===== src/hdl/mct_pkg.sv =====
// Shared constants, codes and the clamp helper function of the mouse cursor tracker.
`timescale 1ns / 1ps
package mct_pkg;

   // Number of buttons tracked by default.
   localparam int BUTTON_COUNT_DEFAULT = 3;

   // Field widths.
   localparam int POS_W   = 16;
   localparam int RATIO_W = 15;
   localparam int MAG_W   = 16;
   localparam int WIDE_W  = 18;
   localparam int MASK_W  = 7;
   localparam int CSR_IDX_W = 3;

   // Reset and soft reset values.
   localparam logic signed [POS_W-1:0] HOME_X = 16'sd320;
   localparam logic signed [POS_W-1:0] HOME_Y = 16'sd100;
   localparam logic signed [POS_W-1:0] X_HIGH_RESET = 16'sd639;
   localparam logic signed [POS_W-1:0] Y_HIGH_RESET = 16'sd199;
   localparam logic [RATIO_W-1:0] X_RATIO_RESET = 15'd8;
   localparam logic [RATIO_W-1:0] Y_RATIO_RESET = 15'd16;
   localparam logic [15:0] SOFT_RESET_CODE = 16'd3;

   // Command codes.
   localparam logic [2:0] FUNC_REPORT  = 3'd0;
   localparam logic [2:0] FUNC_SET_POS = 3'd1;
   localparam logic [2:0] FUNC_STATUS  = 3'd2;
   localparam logic [2:0] FUNC_PRESS   = 3'd3;
   localparam logic [2:0] FUNC_RELEASE = 3'd4;
   localparam logic [2:0] FUNC_MICKEYS = 3'd5;
   localparam logic [2:0] FUNC_SOFT    = 3'd6;

   // Register indexes.
   localparam logic [CSR_IDX_W-1:0] REG_X_LOW   = 3'd0;
   localparam logic [CSR_IDX_W-1:0] REG_X_HIGH  = 3'd1;
   localparam logic [CSR_IDX_W-1:0] REG_Y_LOW   = 3'd2;
   localparam logic [CSR_IDX_W-1:0] REG_Y_HIGH  = 3'd3;
   localparam logic [CSR_IDX_W-1:0] REG_X_RATIO = 3'd4;
   localparam logic [CSR_IDX_W-1:0] REG_Y_RATIO = 3'd5;

   // Clamp a wide position into the range, the smaller bound taken as low.
   function automatic logic signed [POS_W-1:0] clamp_axis(
      input logic signed [WIDE_W-1:0] v,
      input logic signed [POS_W-1:0]  a,
      input logic signed [POS_W-1:0]  b);
      logic signed [WIDE_W-1:0] lo;
      logic signed [WIDE_W-1:0] hi;
      logic signed [WIDE_W-1:0] r;
      lo = (a < b) ? WIDE_W'(a) : WIDE_W'(b);
      hi = (a < b) ? WIDE_W'(b) : WIDE_W'(a);
      r = v;
      if (r < lo) r = lo;
      if (r > hi) r = hi;
      return r[POS_W-1:0];
   endfunction

endpackage


===== src/hdl/mct_if.sv =====
// Handshake channel interfaces of the mouse cursor tracker.
`timescale 1ns / 1ps

// Input item channel: one report or command.
interface mct_req_if;
   logic              valid;
   logic              ready;
   logic [2:0]        func;
   logic [2:0]        report_buttons;
   logic signed [7:0] report_dx;
   logic signed [7:0] report_dy;
   logic signed [15:0] new_x;
   logic signed [15:0] new_y;
   logic [1:0]        button_select;
   modport source (output valid, func, report_buttons, report_dx, report_dy,
                   new_x, new_y, button_select, input ready);
   modport sink (input valid, func, report_buttons, report_dx, report_dy,
                 new_x, new_y, button_select, output ready);
endinterface

// Result item channel.
interface mct_rsp_if;
   logic               valid;
   logic               ready;
   logic [2:0]         button_state;
   logic signed [15:0] x_value;
   logic signed [15:0] y_value;
   logic [15:0]        event_count;
   logic [6:0]         event_mask;
   modport source (output valid, button_state, x_value, y_value, event_count,
                   event_mask, input ready);
   modport sink (input valid, button_state, x_value, y_value, event_count,
                 event_mask, output ready);
endinterface

// Register write channel.
interface mct_csr_if;
   logic        valid;
   logic        ready;
   logic [2:0]  index;
   logic [15:0] data;
   modport source (output valid, index, data, input ready);
   modport sink (input valid, index, data, output ready);
endinterface


===== src/hdl/mct_divider.sv =====
// Bit-serial restoring divider: one quotient bit per cycle.
`timescale 1ns / 1ps
module mct_divider (
   input  logic                          clock,
   input  logic                          reset,
   input  logic                          start,
   input  logic [mct_pkg::MAG_W-1:0]     dividend,
   input  logic [mct_pkg::RATIO_W-1:0]   divisor,
   output logic                          done,
   output logic [mct_pkg::MAG_W-1:0]     quotient,
   output logic [mct_pkg::RATIO_W-1:0]   remainder
);
   import mct_pkg::*;

   localparam int CNT_W = $clog2(MAG_W);

   logic               busy_ff, busy_in;
   logic [CNT_W-1:0]   cnt_ff, cnt_in;
   logic [MAG_W-1:0]   work_ff, work_in;
   logic [RATIO_W-1:0] rem_ff, rem_in;
   logic [RATIO_W-1:0] div_ff, div_in;
   logic [RATIO_W:0]   trial;
   logic [RATIO_W+1:0] diff;

   // One step: bring down the next dividend bit and try a subtract.
   always_comb begin
      trial = {rem_ff, work_ff[MAG_W-1]};
      diff = {1'b0, trial} - {2'b00, div_ff};
      busy_in = busy_ff;
      cnt_in = cnt_ff;
      work_in = work_ff;
      rem_in = rem_ff;
      div_in = div_ff;
      if (start) begin
         busy_in = 1'b1;
         cnt_in = '0;
         work_in = dividend;
         rem_in = '0;
         div_in = divisor;
      end else if (busy_ff) begin
         work_in = {work_ff[MAG_W-2:0], ~diff[RATIO_W+1]};
         rem_in = diff[RATIO_W+1] ? trial[RATIO_W-1:0] : diff[RATIO_W-1:0];
         cnt_in = cnt_ff + CNT_W'(1);
         if (cnt_ff == CNT_W'(MAG_W - 1)) busy_in = 1'b0;
      end
   end

   always_ff @(posedge clock) begin
      if (reset) begin
         busy_ff <= 1'b0;
         cnt_ff <= '0;
      end else begin
         busy_ff <= busy_in;
         cnt_ff <= cnt_in;
      end
      work_ff <= work_in;
      rem_ff <= rem_in;
      div_ff <= div_in;
   end

   // Results are in the registers from the edge after the last step.
   assign done = busy_ff && (cnt_ff == CNT_W'(MAG_W - 1));
   assign quotient = work_ff;
   assign remainder = rem_ff;
endmodule


===== src/hdl/mouse_cursor_tracker.sv =====
// Top level of the mouse cursor tracker.
`timescale 1ns / 1ps
// A report with motion passes the divide state: the two axis divisions run
// side by side in bit-serial dividers, one quotient bit a cycle, then the
// apply state applies the update. Every other item goes straight to the
// apply state. One item is worked on at a time; the next is taken once the
// result register has been loaded, even while it waits to be read.
// Register writes are taken in any cycle and should be made while idle.
module mouse_cursor_tracker #(
   parameter int BUTTON_COUNT = mct_pkg::BUTTON_COUNT_DEFAULT
) (
   input  logic  clock,
   input  logic  reset,
   mct_req_if.sink   req_if,
   mct_rsp_if.source rsp_if,
   mct_csr_if.sink   csr_if
);
   import mct_pkg::*;

   localparam int SEL_W = (BUTTON_COUNT > 1) ? $clog2(BUTTON_COUNT) : 1;

   typedef enum logic [1:0] {ST_IDLE, ST_DIVIDE, ST_APPLY} state_type;

   state_type state_ff;

   // Configuration registers.
   logic signed [POS_W-1:0] x_lo_ff, x_hi_ff, y_lo_ff, y_hi_ff;
   logic [RATIO_W-1:0]      x_ratio_ff, y_ratio_ff;

   // Tracker state.
   logic signed [POS_W-1:0] cursor_x_ff, cursor_y_ff, carry_x_ff, carry_y_ff;
   logic [POS_W-1:0]        sum_x_ff, sum_y_ff;
   logic [BUTTON_COUNT-1:0] held_ff;
   logic [15:0]             press_num_ff [BUTTON_COUNT];
   logic [15:0]             release_cnt_ff [BUTTON_COUNT];
   logic signed [POS_W-1:0] press_x_ff [BUTTON_COUNT];
   logic signed [POS_W-1:0] press_y_ff [BUTTON_COUNT];
   logic signed [POS_W-1:0] release_x_ff [BUTTON_COUNT];
   logic signed [POS_W-1:0] release_y_ff [BUTTON_COUNT];

   // Latched item.
   logic [2:0]              func_ff;
   logic [BUTTON_COUNT-1:0] buttons_ff;
   logic signed [7:0]       dx_ff, dy_ff;
   logic signed [POS_W-1:0] new_x_ff, new_y_ff;
   logic [SEL_W-1:0]        sel_ff;
   logic                    motion_ff, neg_x_ff, neg_y_ff;

   // Result register.
   logic                    rsp_valid_ff;
   logic [2:0]              rsp_buttons_ff;
   logic signed [POS_W-1:0] rsp_x_ff, rsp_y_ff;
   logic [15:0]             rsp_count_ff;
   logic [MASK_W-1:0]       rsp_mask_ff;

   logic accept, apply, start, motion_in, done_x, done_y;
   logic signed [WIDE_W-1:0] n_x, n_y;
   logic [MAG_W-1:0]   mag_x, mag_y, quo_x, quo_y;
   logic [RATIO_W-1:0] rem_x, rem_y;
   logic [SEL_W-1:0]   sel_in;

   assign accept = req_if.valid && req_if.ready;
   assign req_if.ready = (state_ff == ST_IDLE);
   assign csr_if.ready = 1'b1;
   assign apply = (state_ff == ST_APPLY) && (!rsp_valid_ff || rsp_if.ready);

   // Scaled motion plus carry; its magnitude goes to the dividers.
   always_comb begin
      motion_in = (req_if.report_dx != 8'sd0) || (req_if.report_dy != 8'sd0);
      n_x = WIDE_W'(req_if.report_dx) * 18'sd8 + WIDE_W'(carry_x_ff);
      n_y = WIDE_W'(req_if.report_dy) * 18'sd8 + WIDE_W'(carry_y_ff);
      mag_x = n_x[WIDE_W-1] ? MAG_W'(-n_x) : MAG_W'(n_x);
      mag_y = n_y[WIDE_W-1] ? MAG_W'(-n_y) : MAG_W'(n_y);
      start = accept && (req_if.func == FUNC_REPORT) && motion_in;
      if (int'(req_if.button_select) >= BUTTON_COUNT) sel_in = SEL_W'(BUTTON_COUNT - 1);
      else sel_in = SEL_W'(req_if.button_select);
   end

   mct_divider u_div_x (
      .clock, .reset, .start, .dividend(mag_x), .divisor(x_ratio_ff),
      .done(done_x), .quotient(quo_x), .remainder(rem_x)
   );

   mct_divider u_div_y (
      .clock, .reset, .start, .dividend(mag_y), .divisor(y_ratio_ff),
      .done(done_y), .quotient(quo_y), .remainder(rem_y)
   );

   // Next state of the tracker for the item in hand.
   logic signed [POS_W-1:0] cx_in, cy_in, kx_in, ky_in;
   logic [POS_W-1:0]        sx_in, sy_in;
   logic [BUTTON_COUNT-1:0] held_in, change;
   logic [15:0]             pc_in [BUTTON_COUNT];
   logic [15:0]             rc_in [BUTTON_COUNT];
   logic signed [POS_W-1:0] px_in [BUTTON_COUNT];
   logic signed [POS_W-1:0] py_in [BUTTON_COUNT];
   logic signed [POS_W-1:0] qx_in [BUTTON_COUNT];
   logic signed [POS_W-1:0] qy_in [BUTTON_COUNT];
   logic signed [POS_W-1:0] ox_in, oy_in;
   logic [15:0]             cnt_in;
   logic [MASK_W-1:0]       mask_in;
   logic signed [WIDE_W-1:0] step_x, step_y;

   always_comb begin
      step_x = neg_x_ff ? -WIDE_W'(quo_x) : WIDE_W'(quo_x);
      step_y = neg_y_ff ? -WIDE_W'(quo_y) : WIDE_W'(quo_y);
      cx_in = cursor_x_ff;
      cy_in = cursor_y_ff;
      kx_in = carry_x_ff;
      ky_in = carry_y_ff;
      sx_in = sum_x_ff;
      sy_in = sum_y_ff;
      held_in = held_ff;
      change = '0;
      for (int i = 0; i < BUTTON_COUNT; i++) begin
         pc_in[i] = press_num_ff[i];
         rc_in[i] = release_cnt_ff[i];
         px_in[i] = press_x_ff[i];
         py_in[i] = press_y_ff[i];
         qx_in[i] = release_x_ff[i];
         qy_in[i] = release_y_ff[i];
      end
      cnt_in = '0;
      mask_in = '0;
      ox_in = cursor_x_ff;
      oy_in = cursor_y_ff;
      case (func_ff)
         FUNC_REPORT: begin
            if (motion_ff) begin
               sx_in = sum_x_ff + POS_W'(dx_ff);
               sy_in = sum_y_ff + POS_W'(dy_ff);
               cx_in = clamp_axis(WIDE_W'(cursor_x_ff) + step_x, x_lo_ff, x_hi_ff);
               cy_in = clamp_axis(WIDE_W'(cursor_y_ff) + step_y, y_lo_ff, y_hi_ff);
               kx_in = neg_x_ff ? -POS_W'(rem_x) : POS_W'(rem_x);
               ky_in = neg_y_ff ? -POS_W'(rem_y) : POS_W'(rem_y);
               mask_in[0] = 1'b1;
            end
            change = buttons_ff ^ held_ff;
            for (int i = 0; i < BUTTON_COUNT; i++) begin
               if (change[i] && buttons_ff[i]) begin
                  pc_in[i] = press_num_ff[i] + 16'd1;
                  px_in[i] = cx_in;
                  py_in[i] = cy_in;
                  mask_in[1 + 2 * i] = 1'b1;
               end else if (change[i]) begin
                  rc_in[i] = release_cnt_ff[i] + 16'd1;
                  qx_in[i] = cx_in;
                  qy_in[i] = cy_in;
                  mask_in[2 + 2 * i] = 1'b1;
               end
            end
            held_in = buttons_ff;
            ox_in = cx_in;
            oy_in = cy_in;
         end
         FUNC_SET_POS: begin
            cx_in = clamp_axis(WIDE_W'(new_x_ff), x_lo_ff, x_hi_ff);
            cy_in = clamp_axis(WIDE_W'(new_y_ff), y_lo_ff, y_hi_ff);
            ox_in = cx_in;
            oy_in = cy_in;
         end
         FUNC_PRESS: begin
            cnt_in = press_num_ff[sel_ff];
            pc_in[sel_ff] = '0;
            ox_in = press_x_ff[sel_ff];
            oy_in = press_y_ff[sel_ff];
         end
         FUNC_RELEASE: begin
            cnt_in = release_cnt_ff[sel_ff];
            rc_in[sel_ff] = '0;
            ox_in = release_x_ff[sel_ff];
            oy_in = release_y_ff[sel_ff];
         end
         FUNC_MICKEYS: begin
            ox_in = sum_x_ff;
            oy_in = sum_y_ff;
            sx_in = '0;
            sy_in = '0;
         end
         FUNC_SOFT: begin
            cx_in = HOME_X;
            cy_in = HOME_Y;
            sx_in = '0;
            sy_in = '0;
            for (int i = 0; i < BUTTON_COUNT; i++) begin
               pc_in[i] = '0;
               rc_in[i] = '0;
               px_in[i] = '0;
               py_in[i] = '0;
               qx_in[i] = '0;
               qy_in[i] = '0;
            end
            cnt_in = SOFT_RESET_CODE;
            ox_in = HOME_X;
            oy_in = HOME_Y;
         end
         default: begin
         end
      endcase
   end

   // Sequencer, tracker state, configuration and result register.
   always_ff @(posedge clock) begin
      if (reset) begin
         state_ff <= ST_IDLE;
         rsp_valid_ff <= 1'b0;
         x_lo_ff <= '0;
         x_hi_ff <= X_HIGH_RESET;
         y_lo_ff <= '0;
         y_hi_ff <= Y_HIGH_RESET;
         x_ratio_ff <= X_RATIO_RESET;
         y_ratio_ff <= Y_RATIO_RESET;
         cursor_x_ff <= HOME_X;
         cursor_y_ff <= HOME_Y;
         carry_x_ff <= '0;
         carry_y_ff <= '0;
         sum_x_ff <= '0;
         sum_y_ff <= '0;
         held_ff <= '0;
         for (int i = 0; i < BUTTON_COUNT; i++) begin
            press_num_ff[i] <= '0;
            release_cnt_ff[i] <= '0;
            press_x_ff[i] <= '0;
            press_y_ff[i] <= '0;
            release_x_ff[i] <= '0;
            release_y_ff[i] <= '0;
         end
      end else begin
         if (csr_if.valid) begin
            case (csr_if.index)
               REG_X_LOW:  x_lo_ff <= csr_if.data;
               REG_X_HIGH: x_hi_ff <= csr_if.data;
               REG_Y_LOW:  y_lo_ff <= csr_if.data;
               REG_Y_HIGH: y_hi_ff <= csr_if.data;
               REG_X_RATIO: begin
                  if (csr_if.data[RATIO_W-1:0] != '0) x_ratio_ff <= csr_if.data[RATIO_W-1:0];
               end
               REG_Y_RATIO: begin
                  if (csr_if.data[RATIO_W-1:0] != '0) y_ratio_ff <= csr_if.data[RATIO_W-1:0];
               end
               default: begin
               end
            endcase
         end
         // A new result is loaded on apply; otherwise a read empties the register.
         if (apply) rsp_valid_ff <= 1'b1;
         else if (rsp_if.ready) rsp_valid_ff <= 1'b0;
         case (state_ff)
            ST_IDLE: begin
               if (accept) state_ff <= start ? ST_DIVIDE : ST_APPLY;
            end
            ST_DIVIDE: begin
               if (done_x && done_y) state_ff <= ST_APPLY;
            end
            ST_APPLY: begin
               if (apply) begin
                  state_ff <= ST_IDLE;
                  cursor_x_ff <= cx_in;
                  cursor_y_ff <= cy_in;
                  carry_x_ff <= kx_in;
                  carry_y_ff <= ky_in;
                  sum_x_ff <= sx_in;
                  sum_y_ff <= sy_in;
                  held_ff <= held_in;
                  for (int i = 0; i < BUTTON_COUNT; i++) begin
                     press_num_ff[i] <= pc_in[i];
                     release_cnt_ff[i] <= rc_in[i];
                     press_x_ff[i] <= px_in[i];
                     press_y_ff[i] <= py_in[i];
                     release_x_ff[i] <= qx_in[i];
                     release_y_ff[i] <= qy_in[i];
                  end
               end
            end
            default: state_ff <= ST_IDLE;
         endcase
      end
      // Item payload and result payload carry no reset.
      if (accept) begin
         func_ff <= req_if.func;
         buttons_ff <= req_if.report_buttons[BUTTON_COUNT-1:0];
         dx_ff <= req_if.report_dx;
         dy_ff <= req_if.report_dy;
         new_x_ff <= req_if.new_x;
         new_y_ff <= req_if.new_y;
         sel_ff <= sel_in;
         motion_ff <= motion_in;
         neg_x_ff <= n_x[WIDE_W-1];
         neg_y_ff <= n_y[WIDE_W-1];
      end
      if (apply) begin
         rsp_buttons_ff <= 3'(held_in);
         rsp_x_ff <= ox_in;
         rsp_y_ff <= oy_in;
         rsp_count_ff <= cnt_in;
         rsp_mask_ff <= mask_in;
      end
   end

   assign rsp_if.valid = rsp_valid_ff;
   assign rsp_if.button_state = rsp_buttons_ff;
   assign rsp_if.x_value = rsp_x_ff;
   assign rsp_if.y_value = rsp_y_ff;
   assign rsp_if.event_count = rsp_count_ff;
   assign rsp_if.event_mask = rsp_mask_ff;
endmodule


===== src/flat_wrapper.sv =====
// flat-port wrapper written by rule: the top's interface ports become plain ports
module mouse_cursor_tracker_flat import mct_pkg::*;
#(
   parameter int BUTTON_COUNT = mct_pkg::BUTTON_COUNT_DEFAULT
)
  (clock, reset, req_if_valid, req_if_func, req_if_report_buttons, req_if_report_dx, req_if_report_dy, req_if_new_x, req_if_new_y, req_if_button_select, req_if_ready, rsp_if_valid, rsp_if_button_state, rsp_if_x_value, rsp_if_y_value, rsp_if_event_count, rsp_if_event_mask, rsp_if_ready, csr_if_valid, csr_if_index, csr_if_data, csr_if_ready);
  mct_req_if req_if_i ();
  mct_rsp_if rsp_if_i ();
  mct_csr_if csr_if_i ();
  input  logic clock;
  input  logic reset;
  input wire logic [$bits(req_if_i.valid)-1:0] req_if_valid;
  input wire logic [$bits(req_if_i.func)-1:0] req_if_func;
  input wire logic [$bits(req_if_i.report_buttons)-1:0] req_if_report_buttons;
  input wire logic [$bits(req_if_i.report_dx)-1:0] req_if_report_dx;
  input wire logic [$bits(req_if_i.report_dy)-1:0] req_if_report_dy;
  input wire logic [$bits(req_if_i.new_x)-1:0] req_if_new_x;
  input wire logic [$bits(req_if_i.new_y)-1:0] req_if_new_y;
  input wire logic [$bits(req_if_i.button_select)-1:0] req_if_button_select;
  output wire logic [$bits(req_if_i.ready)-1:0] req_if_ready;
  output wire logic [$bits(rsp_if_i.valid)-1:0] rsp_if_valid;
  output wire logic [$bits(rsp_if_i.button_state)-1:0] rsp_if_button_state;
  output wire logic [$bits(rsp_if_i.x_value)-1:0] rsp_if_x_value;
  output wire logic [$bits(rsp_if_i.y_value)-1:0] rsp_if_y_value;
  output wire logic [$bits(rsp_if_i.event_count)-1:0] rsp_if_event_count;
  output wire logic [$bits(rsp_if_i.event_mask)-1:0] rsp_if_event_mask;
  input wire logic [$bits(rsp_if_i.ready)-1:0] rsp_if_ready;
  input wire logic [$bits(csr_if_i.valid)-1:0] csr_if_valid;
  input wire logic [$bits(csr_if_i.index)-1:0] csr_if_index;
  input wire logic [$bits(csr_if_i.data)-1:0] csr_if_data;
  output wire logic [$bits(csr_if_i.ready)-1:0] csr_if_ready;
  assign req_if_i.valid = req_if_valid;
  assign req_if_i.func = req_if_func;
  assign req_if_i.report_buttons = req_if_report_buttons;
  assign req_if_i.report_dx = req_if_report_dx;
  assign req_if_i.report_dy = req_if_report_dy;
  assign req_if_i.new_x = req_if_new_x;
  assign req_if_i.new_y = req_if_new_y;
  assign req_if_i.button_select = req_if_button_select;
  assign req_if_ready = req_if_i.ready;
  assign rsp_if_valid = rsp_if_i.valid;
  assign rsp_if_button_state = rsp_if_i.button_state;
  assign rsp_if_x_value = rsp_if_i.x_value;
  assign rsp_if_y_value = rsp_if_i.y_value;
  assign rsp_if_event_count = rsp_if_i.event_count;
  assign rsp_if_event_mask = rsp_if_i.event_mask;
  assign rsp_if_i.ready = rsp_if_ready;
  assign csr_if_i.valid = csr_if_valid;
  assign csr_if_i.index = csr_if_index;
  assign csr_if_i.data = csr_if_data;
  assign csr_if_ready = csr_if_i.ready;
  mouse_cursor_tracker #(.BUTTON_COUNT(BUTTON_COUNT)) u_core (.clock(clock), .reset(reset), .req_if(req_if_i), .rsp_if(rsp_if_i), .csr_if(csr_if_i));
endmodule

===== config.mk =====
export PLATFORM = sky130hd
export DESIGN_NAME = mouse_cursor_tracker_flat
export DESIGN_NICKNAME = d
export VERILOG_FILES = /design/src/hdl/mct_pkg.sv /design/src/hdl/mct_if.sv /design/src/hdl/mct_divider.sv /design/src/hdl/mouse_cursor_tracker.sv /design/src/flat_wrapper.sv
export SDC_FILE = /design/constraint.sdc
export NUM_CORES = 2
export LEC_CHECK = 0
export ABC_AREA = 1
export BUFFER_PORTS_ARGS = -buffer_cell sky130_fd_sc_hd__buf_2
export CELL_PAD_IN_SITES_DETAIL_PLACEMENT = 0
export CELL_PAD_IN_SITES_GLOBAL_PLACEMENT = 2
export CORE_ASPECT_RATIO = 1.1
export CORE_MARGIN = 5
export CORE_UTILIZATION = 28
export DETAILED_ROUTE_END_ITERATION = 7
export PLACE_DENSITY_LB_ADDON = 0.1
export SLEW_MARGIN = 20
export SYNTH_ARGS = -nofsm -noshare
export SYNTH_HDL_FRONTEND = slang
export SYNTH_SLANG_ARGS = --single-unit

===== constraint.sdc =====
create_clock -name clock -period 7.16 [get_ports clock]
set_clock_uncertainty 0.1 [all_clocks]
set_input_delay 0.358 -clock clock [delete_from_list [all_inputs] [get_ports clock]]
set_output_delay 0.358 -clock clock [all_outputs]
set_load 0.01 [all_outputs]

==> metrics.md <==
| Metric | Value |
|---|---|
| Vias per std cell | `between 4 and 5` |
| Maximum buffer depth of the clock tree | `3` |
| Smallest hold slack | `around 0.068 ns` |
| Sequential-to-total area share from yosys stat | `a little over two fifths` |
| Tmin final | `about 7 ns` |
| Static power due to leakage | `around 23 nW` |
| Post-Route Utilization | `between 30% and 40%` |
| Routability congestion estimate from global placement | `~0.86` |
| Worst Setup End Kind | `flop` |
| Setup slack, reg-to-reg | `~0.18 ns` |
| Timing startpoint of the critical path | `u_core.u_div_y.quotient[3]` |
| Worst-path clk slew | `around 0.060 ns` |
| Post-synthesis to final-layout area growth | `22.4%` |
| Number of buffers and inverters on the critical path | `8` |
| Max frequency | `143 MHz` |
| Min-Delay Startpoint | `req_if_valid` |
| Share of layout cells above drive strength 1 | `~17%` |
| Violation count after the first detailed-routing iteration | `between 2,000 and 2,500` |
| Highest net fanout along the worst path | `8` |
| Number of nets in the layout | `~6,300` |
| Number of levels in the clock H-tree | `3` |
| Result of the run | `complete, no violations` |
| Post-route clock period utilization | `between 90% and 100%` |
| DRC Markers | `0` |
| Count of fill cells added during filler insertion | `between 15,000 and 20,000` |
| FP Rows | `~150` |
| Logic pwr share | `45.3%` |
| Power density over the cells | `between 300 and 400 nW/um^2` |
| Worst endpoint required time | `7.58 ns` |
| Vias after detailed routing | `~39,000` |
| Type of element launching the critical path | `flop` |
| Residual overflow from global routing | `0` |
| Maximum number of pins on one net before global-route repair | `66` |
| Data arrival at the endpoint of the critical path | `between 7 and 8 ns` |
| Count of final setup violators | `0` |
| # clock sinks | `between 700 and 800` |
| Dominant cell type by area after synthesis | `sky130_fd_sc_hd__edfxtp_1` |
| Max Slew Vio Count | `0` |
| Number of warnings issued by yosys | `0` |
| CP peak stage delay | `0.40 ns` |
| Number of I/O port buffers | `about 140` |
| Hold path depth | `5` |
| Top post-synthesis cells by count | `sky130_fd_sc_hd__nand2_1, sky130_fd_sc_hd__inv_1, sky130_fd_sc_hd__o21ai_0` |
| Cell with the largest stage delay on the worst path | `sky130_fd_sc_hd__edfxtp_1` |
| Routed WL per cell | `around 22 um` |
| Clock power share | `a little over a quarter` |
| Number of distinct library cells after synthesis | `66` |
| Max_slew headroom | `approximately a fifth` |
| Gate count after technology mapping | `between 5,000 and 6,000` |
| Post-synth net total | `between 5,000 and 6,000` |
| Total power | `roughly 0.018 W` |
| CTS tree | `yes` |
| Reg2Reg Capture Point | `u_core.press_y_ff[0][12]` |
| Primary flip-flop cell chosen by synthesis mapping | `sky130_fd_sc_hd__edfxtp_1` |
| Vertical extent of the die | `429 um` |
| Vias in the first global route | `a little under 40,000` |
| RSZ-0062 raised after global routing | `yes` |
| Effective utilization at floorplan | `between 20 and 30%` |
| Most frequent cell after synthesis | `sky130_fd_sc_hd__nand2_1` |
| Slew at the pin closest to its max-slew limit | `roughly 1.2 ns` |
| Internal Power | `between 0.01 and 0.015 W` |
| Netlist area before placement | `between 40,000 and 50,000 um^2` |
| Maximum Capacitance Violations | `0` |
| Clock latency on the worst-skew pair | `0.70 ns` |
| Number of nets with antenna violations after routing | `0` |
| Root buffer selected by CTS | `sky130_fd_sc_hd__clkbuf_16` |
| R2R cell count | `46` |
| Die outline area | `roughly 170,000 um^2` |
| Register bit total from synthesis | `slightly above 700` |
| Core region area | `about 160,000 um^2` |
| P_sw | `0.00730 W` |
| Routed Wire Length | `176 mm` |
| Beginning of the worst register-to-register path | `u_core.u_div_y.quotient[3]` |
| Number of enable flip-flop cells after synthesis | `467` |
| Horizontal extent of the die | `391 um` |
| Overall global routing resource usage | `20.3%` |
| Worst voltage drop across the vdd grid | `about 300 uV` |
| Flop pwr share | `27.7%` |
| Critical path's top delay family | `simple AND/OR/NAND/NOR gates` |
| Number of antenna violations at the first check in global routing | `4` |
| Worst setup path category | `flop to flop` |
| Proportion of register bits with asynchronous set or reset after synthesis | `0%` |
| I/O pin cnt | `around 140` |
| Hold endpoint | `u_core.state_ff[1]` |
| Area fraction of the dominant cell type after synthesis | `between 30% and 40%` |
| Initial DRT Pass Iterations | `6` |
| Path type of the worst min-delay path | `input pin to flop` |
| Number of buffers inserted during clock tree synthesis | `89` |
| Mean post-synth cell area | `roughly 8 um^2` |
| Final hold violations | `0` |
| Net Sw Frac | `approximately two fifths` |
| Area contributors post-synth | `sky130_fd_sc_hd__edfxtp_1, sky130_fd_sc_hd__dfxtp_1, sky130_fd_sc_hd__ha_1, sky130_fd_sc_hd__nand2_1, sky130_fd_sc_hd__o21ai_0` |
| DP Wirelength | `~130 mm` |
| Global-route wire length before repair | `between 200 and 300 mm` |
-- registers in the layout, indices dropped and copies added, names as in the netlist, 48 cells and up, named ones only --
name                   flops
u_core.press_num_ff       48
u_core.press_x_ff         48
u_core.press_y_ff         48
u_core.release_cnt_ff     48
u_core.release_x_ff       48
u_core.release_y_ff       48
-- power groups by stage --
stage	registers, W	clock network, W	logic [W]
4_1_cts	0.00500	0.00502	0.00710
6_report	0.00499	0.00486	0.00817
3_5_place_dp	0.00509	0	0.00694
2_1_floorplan	0.00496	0	0.00417
3_3_place_gp	0.00509	0	0.00698
5_1_grt	0.00504	0.00516	0.00899
-- cell usage in the layout (no fill, tap or decap), drive strengths merged, types with 8 or more instances in the layout --
master and instances:
a211oi 63, a21o 12, a21oi 504, a221oi 14, a31oi 14, and2 33, buf 447, bufinv 14
clkbuf 116, clkinv 28, clkinvlp 10, dfxtp 238, dlygate4sd3 72, edfxtp 467, fa 8, ha 303
inv 698, mux2 26, nand2 1030, nand3 309, nand3b 11, nand4 56, nor2 457, nor3 137
nor4 24, o211ai 28, o21a 12, o21ai 587, o21bai 11, o221ai 23, o22ai 39, o31ai 10
or2 43, xnor2 27, xor2 126
-- worst register-to-register path: cells and delay by family (launching register included) --
kind	cells	cell delay, ns
compound gates	7	0.96
xor+xnor	3	0.41
fa+ha+maj	3	1.01
buf+inv	8	0.89
flops	1	0.40
simple gates	25	3.02
-- kinds of logic (layout without fill, tap and decap cells) --
logic type      after synthesis  in the layout  share of synthesized area (%)
compound gates             1342           1342                           16.5
buf+inv                     924           1385                           7.97
mux                          28             28                          0.699
fa+ha+maj                   311            311                           8.83
flops                       705            705                           42.0
xor+xnor                    153            153                           3.00
other cells                   1              2                        0.00838
simple gates               2105           2107                           21.0
-- worst max-delay path by stage --
stage,end,cells after the start
2_1_floorplan,u_core.press_y_ff[0][11],49
4_1_cts,u_core.release_y_ff[1][3],46
3_3_place_gp,u_core.release_y_ff[0][15],40
3_5_place_dp,u_core.release_y_ff[2][15],43
5_1_grt,u_core.press_y_ff[0][4],50
6_report,u_core.press_y_ff[0][12],46
-- stage by stage --
step | setup TNS, ns | instances | setup slack [ns] | area [um^2]
5_1_grt | -49.76 | 8124 | -0.333 | 54800
3_3_place_gp | -6.55 | 7861 | -0.173 | 49500
4_1_cts | 0 | 8110 | 0.00227 | 53500
3_5_place_dp | -31.13 | 7861 | -0.255 | 49500
6_report | 0 | 8125 | 0.184 | 54800
2_1_floorplan | 0 | 5569 | 0.398 | 44700
-- per-layer routing --
layer / GRT usage [%] / routed length [um] / up-vias
met5: 0 / 0 / -
met3: 2.17 / 6320 / 199
li1: - / - / 19839
met1: 27.2 / 81200 / 18704
met2: 34.8 / 83400 / 680
met4: 5.66 / 4970 / 0
-- area by class of cell --
cell class                      instances  area [um^2]  area share, %
Antenna cell                            1         2.50        0.00457
Clock buffer                          114         2420           4.42
Clock inverter                         51          687           1.25
Inverter                              699         2630           4.81
Multi-Input combinational cell       3942        23700           43.3
Sequential cell                       705        18800           34.3
Tap cell                             2092         2620           4.78
Timing Repair Buffer                  521         3880           7.09
-- timing repair --
| action | CTS | global route |
|---|---|---|
| pin swaps | 11 | 93 |
| buffers inserted | 10 | 11 |
| gates cloned | 2 | 3 |
| gates resized for setup | 34 | 286 |
| endpoints found under the setup margin | 241 | 256 |
| hold buffers | 72 | 0 |
| hold endpoints to repair | 96 | 0 |
Power figures use the tool's default switching activity.
